$ cat config.mk
export PLATFORM = sky130hd
export DESIGN_NAME = jbig2_header_size_parser
export DESIGN_NICKNAME = d
export VERILOG_FILES = /design/src/hdl/jhsp_pkg.sv /design/src/hdl/jhsp_in_stage.sv /design/src/hdl/jhsp_core.sv /design/src/hdl/jbig2_header_size_parser.sv
export SDC_FILE = /design/constraint.sdc
export NUM_CORES = 1
export LEC_CHECK = 0
export ABC_AREA = 1
export ABC_CLOCK_PERIOD_IN_PS = 4820
export BUFFER_PORTS_ARGS = -buffer_cell sky130_fd_sc_hd__buf_2
export CORE_ASPECT_RATIO = 0.6
export CORE_MARGIN = 4
export CORE_UTILIZATION = 40
export CTS_BUF_LIST = sky130_fd_sc_hd__clkbuf_16
export CTS_CLUSTER_DIAMETER = 30
export CTS_CLUSTER_SIZE = 10
export DETAILED_ROUTE_END_ITERATION = 10
export PLACE_DENSITY = 0.56
export SLEW_MARGIN = 10
export SYNTH_ARGS = -nofsm -noshare
export SYNTH_HDL_FRONTEND = slang
export SYNTH_HIERARCHICAL = 1
export SYNTH_SLANG_ARGS = --single-unit
export TNS_END_PERCENT = 5
$ cat constraint.sdc
create_clock -name clk -period 4.82 [get_ports clk]
set_input_delay 0.723 -clock clk [delete_from_list [all_inputs] [get_ports clk]]
set_output_delay 0.723 -clock clk [all_outputs]
set_load 0.01 [all_outputs]
$ cat src/hdl/jhsp_pkg.sv
package jhsp_pkg;

	typedef enum logic [1:0] {
		ST_OK        = 2'd0,
		ST_BAD_ID    = 2'd1,
		ST_RESERVED  = 2'd2,
		ST_TRUNCATED = 2'd3
	} status_t;

	localparam logic [3:0]  HS_PAGES_KNOWN   = 4'd13;
	localparam logic [3:0]  HS_PAGES_UNKNOWN = 4'd9;
	localparam logic [7:0]  FLAGS_RESERVED   = 8'hFC;
	localparam logic [2:0]  RTS_LONG_FORM    = 3'b111;
	localparam logic [31:0] REF_ONE_BYTE_MAX = 32'd256;
	localparam logic [31:0] REF_TWO_BYTE_MAX = 32'd65536;

	typedef struct packed {
		logic [7:0] data_byte;
		logic       first_byte;
		logic       last_byte;
	} item_t;

	typedef struct packed {
		status_t     status;
		logic [31:0] page_width;
		logic [31:0] page_height;
		logic [3:0]  hdr_len;
	} res_t;

	function automatic logic [7:0] id_byte(input logic [2:0] idx);
		logic [7:0] v;
		case (idx)
			3'd0: v = 8'h97;
			3'd1: v = 8'h4a;
			3'd2: v = 8'h42;
			3'd3: v = 8'h32;
			3'd4: v = 8'h0d;
			3'd5: v = 8'h0a;
			3'd6: v = 8'h1a;
			3'd7: v = 8'h0a;
			default: v = 8'h00;
		endcase
		return v;
	endfunction

endpackage

$ cat src/hdl/jhsp_in_stage.sv
module jhsp_in_stage
	import jhsp_pkg::*;
(
	input  logic        clk,
	input  logic        arst_n,
	input  logic        s_tvalid,
	output logic        s_tready,
	input  logic [7:0]  s_tdata,   // [7:0] data_byte
	input  logic        s_tuser,   // [0] first_byte
	input  logic        s_tlast,
	input  logic        step,
	output logic        valid_s1,
	output item_t       item_s1
);

	logic valid_q;

	// slot frees up whenever the held byte is consumed this cycle
	assign s_tready = !valid_q || step;
	assign valid_s1 = valid_q;

	always_ff @(posedge clk or negedge arst_n) begin
		if (!arst_n) begin
			valid_q <= 1'b0;
		end else if (s_tready) begin
			valid_q <= s_tvalid;
		end
	end

	always_ff @(posedge clk) begin
		if (s_tready && s_tvalid) begin
			item_s1 <= '{data_byte: s_tdata, first_byte: s_tuser, last_byte: s_tlast};
		end
	end

endmodule

$ cat src/hdl/jhsp_core.sv
module jhsp_core
	import jhsp_pkg::*;
(
	input  logic  clk,
	input  logic  arst_n,
	input  logic  step,
	input  item_t item,
	input  logic  take,
	output logic  res_valid,
	output res_t  res
);

	typedef enum logic [3:0] {
		PH_IDLE, PH_ID, PH_FLAGS, PH_PAGES, PH_SEGNUM, PH_SEGFLG,
		PH_RTS, PH_RTSLONG, PH_SKIP, PH_WIDTH, PH_HEIGHT, PH_DONE
	} phase_t;

	phase_t      phase_q, cur_phase, nxt_phase;
	logic [2:0]  idx_q, cur_idx, nxt_idx;
	logic [31:0] shift_q, cur_shift, nxt_shift;
	logic [31:0] seg_q, cur_seg, nxt_seg;
	logic        long_q, cur_long, nxt_long;
	logic [31:0] skip_q, cur_skip, nxt_skip;
	logic [31:0] width_q, cur_width, nxt_width;
	logic        pk_q, cur_pk, nxt_pk;
	logic        res_valid_q;
	res_t        res_q;

	logic        emit;
	res_t        emit_res;
	logic [31:0] sh;
	logic [1:0]  ref_shift;
	logic [28:0] ref_cnt;
	logic [31:0] retention;
	logic [31:0] refs_len;
	logic [31:0] assoc_len;
	logic [31:0] skip_total;
	logic [31:0] skip_dec;

	always_comb begin
		if (item.first_byte) begin
			cur_phase = PH_ID;
			cur_idx   = '0;
			cur_shift = '0;
			cur_seg   = '0;
			cur_long  = 1'b0;
			cur_skip  = '0;
			cur_width = '0;
			cur_pk    = 1'b0;
		end else begin
			cur_phase = phase_q;
			cur_idx   = idx_q;
			cur_shift = shift_q;
			cur_seg   = seg_q;
			cur_long  = long_q;
			cur_skip  = skip_q;
			cur_width = width_q;
			cur_pk    = pk_q;
		end

		sh = {cur_shift[23:0], item.data_byte};

		// referred-to numbers are 1, 2 or 4 bytes wide
		if (cur_seg <= REF_ONE_BYTE_MAX) begin
			ref_shift = 2'd0;
		end else if (cur_seg <= REF_TWO_BYTE_MAX) begin
			ref_shift = 2'd1;
		end else begin
			ref_shift = 2'd2;
		end

		if (cur_phase == PH_RTSLONG) begin
			ref_cnt   = sh[28:0];
			retention = ({3'b000, sh[28:0]} + 32'd8) >> 3;
		end else begin
			ref_cnt   = {26'd0, item.data_byte[7:5]};
			retention = '0;
		end
		refs_len   = {3'b000, ref_cnt} << ref_shift;
		assoc_len  = cur_long ? 32'd4 : 32'd1;
		skip_total = retention + refs_len + assoc_len + 32'd4;
		skip_dec   = (cur_skip != '0) ? cur_skip - 32'd1 : '0;

		nxt_phase = cur_phase;
		nxt_idx   = cur_idx;
		nxt_shift = cur_shift;
		nxt_seg   = cur_seg;
		nxt_long  = cur_long;
		nxt_skip  = cur_skip;
		nxt_width = cur_width;
		nxt_pk    = cur_pk;
		emit      = 1'b0;
		emit_res  = '{status: ST_OK, page_width: '0, page_height: '0, hdr_len: '0};

		case (cur_phase)
			PH_ID: begin
				if (item.data_byte != id_byte(cur_idx)) begin
					emit            = 1'b1;
					emit_res.status = ST_BAD_ID;
				end else if (cur_idx == 3'd7) begin
					nxt_idx   = '0;
					nxt_phase = PH_FLAGS;
				end else begin
					nxt_idx = cur_idx + 3'd1;
				end
			end
			PH_FLAGS: begin
				if ((item.data_byte & FLAGS_RESERVED) != '0) begin
					emit            = 1'b1;
					emit_res.status = ST_RESERVED;
				end else begin
					nxt_pk    = !item.data_byte[1];
					nxt_idx   = '0;
					nxt_shift = '0;
					nxt_phase = item.data_byte[1] ? PH_SEGNUM : PH_PAGES;
				end
			end
			PH_PAGES: begin
				if (cur_idx >= 3'd3) begin
					nxt_idx   = '0;
					nxt_shift = '0;
					nxt_phase = PH_SEGNUM;
				end else begin
					nxt_idx = cur_idx + 3'd1;
				end
			end
			PH_SEGNUM: begin
				if (cur_idx >= 3'd3) begin
					nxt_seg   = sh;
					nxt_idx   = '0;
					nxt_shift = '0;
					nxt_phase = PH_SEGFLG;
				end else begin
					nxt_shift = sh;
					nxt_idx   = cur_idx + 3'd1;
				end
			end
			PH_SEGFLG: begin
				nxt_long  = item.data_byte[6];
				nxt_phase = PH_RTS;
			end
			PH_RTS: begin
				if (item.data_byte[7:5] == RTS_LONG_FORM) begin
					nxt_shift = {24'd0, item.data_byte};
					nxt_idx   = 3'd1;
					nxt_phase = PH_RTSLONG;
				end else begin
					nxt_skip  = skip_total;
					nxt_phase = PH_SKIP;
				end
			end
			PH_RTSLONG: begin
				if (cur_idx >= 3'd3) begin
					nxt_idx   = '0;
					nxt_shift = '0;
					nxt_skip  = skip_total;
					nxt_phase = PH_SKIP;
				end else begin
					nxt_shift = sh;
					nxt_idx   = cur_idx + 3'd1;
				end
			end
			PH_SKIP: begin
				nxt_skip = skip_dec;
				if (skip_dec == '0) begin
					nxt_idx   = '0;
					nxt_shift = '0;
					nxt_phase = PH_WIDTH;
				end
			end
			PH_WIDTH: begin
				if (cur_idx >= 3'd3) begin
					nxt_width = sh;
					nxt_idx   = '0;
					nxt_shift = '0;
					nxt_phase = PH_HEIGHT;
				end else begin
					nxt_shift = sh;
					nxt_idx   = cur_idx + 3'd1;
				end
			end
			PH_HEIGHT: begin
				nxt_shift = sh;
				if (cur_idx >= 3'd3) begin
					emit                 = 1'b1;
					emit_res.page_width  = cur_width;
					emit_res.page_height = sh;
					emit_res.hdr_len     = cur_pk ? HS_PAGES_KNOWN : HS_PAGES_UNKNOWN;
				end else begin
					nxt_idx = cur_idx + 3'd1;
				end
			end
			default: begin
			end
		endcase

		// stream ran out mid-header; an error on the same byte wins
		if (!emit && item.last_byte && cur_phase != PH_IDLE && cur_phase != PH_DONE) begin
			emit            = 1'b1;
			emit_res.status = ST_TRUNCATED;
		end
		if (emit) begin
			nxt_phase = PH_DONE;
		end
	end

	always_ff @(posedge clk or negedge arst_n) begin
		if (!arst_n) begin
			phase_q     <= PH_IDLE;
			idx_q       <= '0;
			shift_q     <= '0;
			seg_q       <= '0;
			long_q      <= 1'b0;
			skip_q      <= '0;
			width_q     <= '0;
			pk_q        <= 1'b0;
			res_valid_q <= 1'b0;
			res_q       <= '0;
		end else begin
			if (step) begin
				phase_q <= nxt_phase;
				idx_q   <= nxt_idx;
				shift_q <= nxt_shift;
				seg_q   <= nxt_seg;
				long_q  <= nxt_long;
				skip_q  <= nxt_skip;
				width_q <= nxt_width;
				pk_q    <= nxt_pk;
			end
			if (step && emit) begin
				res_valid_q <= 1'b1;
				res_q       <= emit_res;
			end else if (take) begin
				res_valid_q <= 1'b0;
			end
		end
	end

	assign res_valid = res_valid_q;
	assign res       = res_q;

	a_ok_size: assert property (@(posedge clk) disable iff (!arst_n)
		res_valid_q && res_q.status == ST_OK |->
			(res_q.hdr_len == HS_PAGES_KNOWN || res_q.hdr_len == HS_PAGES_UNKNOWN))
		else $error("ok result with bad header size");

	a_err_zero: assert property (@(posedge clk) disable iff (!arst_n)
		res_valid_q && res_q.status != ST_OK |->
			(res_q.page_width == '0 && res_q.page_height == '0 && res_q.hdr_len == '0))
		else $error("error result with nonzero fields");

	a_idle_hold: assert property (@(posedge clk) disable iff (!arst_n)
		step && !item.first_byte && phase_q == PH_IDLE |=> phase_q == PH_IDLE)
		else $error("parser left idle without a first byte");

	a_emit_done: assert property (@(posedge clk) disable iff (!arst_n)
		step && emit |=> phase_q == PH_DONE && res_valid_q)
		else $error("result issued but parser not done");

	a_no_result_idle: assert property (@(posedge clk) disable iff (!arst_n)
		step && !item.first_byte && (phase_q == PH_IDLE || phase_q == PH_DONE) |-> !emit)
		else $error("result from an idle parser");

endmodule

$ cat src/hdl/jbig2_header_size_parser.sv
// Byte-stream parser for the JBIG2 file header and first segment header. One byte is
// taken per clock unless stalled: each byte sits in an input register until a short
// step of the header state machine consumes it, and the single result per file (status,
// page width, page height, header size) lands in an output register. A result that is
// not taken holds that register; the parser then stops after the one byte already in
// the input register, so sustained rate is one byte per cycle with m_tready high, and
// the result is registered as its final byte is consumed. s_tuser restarts the parser;
// bytes before a restart or after a result are dropped without output.
module jbig2_header_size_parser
	import jhsp_pkg::*;
(
	input  logic        clk,
	input  logic        arst_n,
	input  logic        s_tvalid,
	output logic        s_tready,
	input  logic [7:0]  s_tdata,   // [7:0] data_byte
	input  logic        s_tuser,   // [0] first_byte
	input  logic        s_tlast,   // last_byte
	output logic        m_tvalid,
	input  logic        m_tready,
	output logic [71:0] m_tdata,   // [31:0] page_width, [63:32] page_height,
	                               // [67:64] hdr_len, [71:68] zero
	output logic [1:0]  m_tuser    // [1:0] status
);

	logic  valid_s1;
	item_t item_s1;
	logic  step;
	logic  res_valid;
	res_t  res;

	// consume the held byte only when the result slot is free or draining
	assign step = valid_s1 && (!res_valid || m_tready);

	jhsp_in_stage u_in (
		.clk      (clk),
		.arst_n   (arst_n),
		.s_tvalid (s_tvalid),
		.s_tready (s_tready),
		.s_tdata  (s_tdata),
		.s_tuser  (s_tuser),
		.s_tlast  (s_tlast),
		.step     (step),
		.valid_s1 (valid_s1),
		.item_s1  (item_s1)
	);

	jhsp_core u_core (
		.clk       (clk),
		.arst_n    (arst_n),
		.step      (step),
		.item      (item_s1),
		.take      (m_tready),
		.res_valid (res_valid),
		.res       (res)
	);

	assign m_tvalid = res_valid;
	assign m_tdata  = {4'd0, res.hdr_len, res.page_height, res.page_width};
	assign m_tuser  = res.status;

endmodule
==> impl_metrics.toml <==
[status]
status = "completed"

[sta]
setup_viol = 0
rsz0062_at_grt = "yes"
post-route-min-period_ns = 4.730
tns_ns = 0
slew-limit-headroom = 0.4017
min_period_over_period = 0.9813
fmax_ghz = 0.2114
fin_skew_ns = 0.01349
tightest_slew_ns = 0.8974
slew_violations = 0
setup_slack_ns = 0.09009
hold_viol_final = 0

[worst_setup_path]
cpMaxStageDelayCell = "fa_1"
start_kind = "register"
cp_max_fo = 5
arrival_ns = 5.17
cp_slowest_stage_delay_ns = 0.52
crit_required_ns = 5.26
endpoint_kind = "register"
rr_worst_depth = 28
crit_type = "register to register"

[pwr]
p_leak_nw = 10.64
p_per_area_nw_per_um2 = 495.5
ir_worst_vdd_v = 0.0002646

[logic_synthesis]
synth_edf_count = 10
synth_top_family_by_area = "simple AND/OR/NAND/NOR gates"
ys_ff_latch = 209
synth-simple-area-share = 0.2781
avgSynthCellArea_um2 = 6.703
synth-adder-area-share = 0.07360
muxShareOfSynthArea = 0
synth_cell_types = 58
synthCells = 2379
yosys.area.top_type = "dfrtp_1"
synthXorXnorAreaFrac = 0.007689
synth_compound_gate_area_share = 0.2093
synthesis.area_um2 = 15950
synth_top_area_share = 0.3123
synthFlopType = "dfrtp_1"
async_flop_share = 0.9522
ys_warn_count = 6
ys_seq_area_frac = 0.3311
synthTopCellsByArea = "dfrtp_1, nand2_1, ha_1"

[final_layout]
insertedDiodeCount = 0
n_fill_cell = 3862
layout-drive-gt1-share = 0.2206
final_cell_area_um2 = 20940
area_delta_synth_final_pct = 31.29
post-route-util = 0.5336
final_nets = 2723
finalNonFillerCells = 3174
multi_input_area_um2 = 9995
seq_area_um2 = 5280

[die]
io_pins = 90
coreArea_um2 = 39240
dieArea_um2 = 43230
die_x_um = 265.8
rows = 56
start_util = 0.4064
die_y_um = 162.7

[place]
port-buffer-count = 84
numPlacedInstances = 3070
hpwl_um = 46390
routabilityCongestion = 0.9819
dpl_cell_area_um2 = 18110
pre_cts_ws_ns = -0.1390

[route]
dr_total_vias = 17790
drt_wl_total_um = 63620
first_iter_violations = 2204
drc_errors = 0
ant_nets = 0
vias_per_cell = 5.605
routedWlPerCell_um = 20.04
drt_first_pass_iters = 5

[grt]
grt_start_max_net_pins = 117
grt_overflow = 0
antenna_found_initial = 0
grt_pass1_wl_um = 95040
grt_usage = 0.2790
grt_pass1_vias = 15900

[min_path]
hold_path.class = "input pin to asynchronous set/reset pin"

[clock_network]
clock_sinks = 209
clockBufferDepth = 3
cts_buffers = 46
cts_tree = "built"
cts-root-buf = "clkbuf_16"
htreeDepth = 2
postCtsHoldBufs = 0
insertion_delay_ns = 0.55
clk_pin_slew_ns = 0.06

[job]
maxCapViolations = 0
[final cells by class]
type	instances	share of cell area
Multi-Input combinational cell	1783	0.4774
Timing Repair Buffer	302	0.1104
Inverter	275	0.04972
Sequential cell	209	0.2522
Tap cell	522	0.03120
Clock inverter	37	0.02408
Clock buffer	46	0.05498
[per-layer routing]
metal / global-route usage / part of all wire / routed length (um)
met5: 0 / 0 / 0
met4: 0.03651 / 0.011 / 684
met3: 0.08138 / 0.12 / 7336
met2: 0.3408 / 0.37 / 23440
met1: 0.4730 / 0.51 / 32160
[synth_stat cells (all sizes together) (23+ instances only)]
| cell | instances |
|---|---|
| nand2 | 595 |
| nor2 | 303 |
| inv | 272 |
| o21ai | 235 |
| a21oi | 219 |
| dfrtp | 199 |
| nand3 | 98 |
| ha | 89 |
| clkbuf | 78 |
| buf | 37 |
| o211ai | 36 |
| a31oi | 33 |
| nand4 | 30 |
| o22ai | 25 |
| nor3 | 23 |
[per-stage QoR]
step / total power, W / hold slack, ns
global route: 0.01097 / 0.1994
floorplan: 0.004965 / 0.4274
CTS: 0.01000 / 0.1907
detailed placement: 0.006495 / 0.4597
global placement: 0.006467 / 0.4590
finish: 0.01037 / 0.1390
[cells by family after synthesis]
| family | count (synthesis) |
|---|---|
| simple gates | 1073 |
| fa+ha+maj | 92 |
| other cells | 2 |
| flops | 209 |
| compound gates | 599 |
| xor+xnor | 14 |
| buf+inv | 390 |
[timing repair]
item,4_1_cts,5_1_grt
endpoints found under the hold margin,0,0
resized for setup,36,176
endpoints found under the setup margin,11,23
pin swaps,11,65
buffers inserted,6,12
gates cloned,1,3
[sequential cells by signal, summed over array words and instances (netlist names)]
| name | count |
|---|---|
| u_core/res_valid | 1 |
| u_core/seg_q | 32 |
| u_in/valid_s1 | 1 |
| u_core/long_q | 1 |
| u_in/item_s1 | 10 |
| u_core/pk_q | 1 |
| u_core/idx_q | 3 |
| u_core/res | 68 |
| u_core/shift_q | 24 |
| u_core/width_q | 32 |
| u_core/skip_q | 32 |
| u_core/phase_q | 4 |
[path summary, 6_finish.rpt]
path | start | endpoint | slack (ns)
max | u_in/item_s1[1] | u_core/skip_q[26] | 0.09
max in group asynchronous | arst_n | u_core/shift_q[7] | 3.58
max reg2reg | u_in/item_s1[1] | u_core/skip_q[26] | 0.09
min reg2reg | u_core/res[59] | u_core/res[59] | 0.47
min | arst_n | u_core/skip_q[20] | 0.14
min in group clk | s_tdata[0] | u_in/item_s1[2] | 0.35
[cells in the final DEF (no fill, tap or decap), types with 31 or more instances in the layout]
cell type / n
buf_2: 83
buf_4: 194
clkbuf_16: 49
nor2_1: 262
o211ai_1: 36
o21ai_0: 183
nor2_2: 31
nand2_1: 557
nand3_1: 84
o21ai_1: 48
dfrtp_1: 199
ha_1: 63
a31oi_1: 32
inv_1: 254
nand2_2: 33
a21oi_1: 200
[worst max-delay path, delay by kind of cell, from the launching register on]
kind	cells	cell delay, ns
AND/OR/NAND/NOR	14	1.74
adder cells (fa/ha/maj)	4	1.40
buffers and inverters	6	0.62
AO/OA/AOI/OAI	4	0.47
flip-flops	1	0.37
[power by group]
group / switching, W / total (W) / internal, W
sequential: 0.000243 / 0.00238 / 0.00214
clock: 0.00110 / 0.00338 / 0.00228
combinational: 0.00309 / 0.00461 / 0.00152
Note: power is estimated with default switching activity, not from simulation.
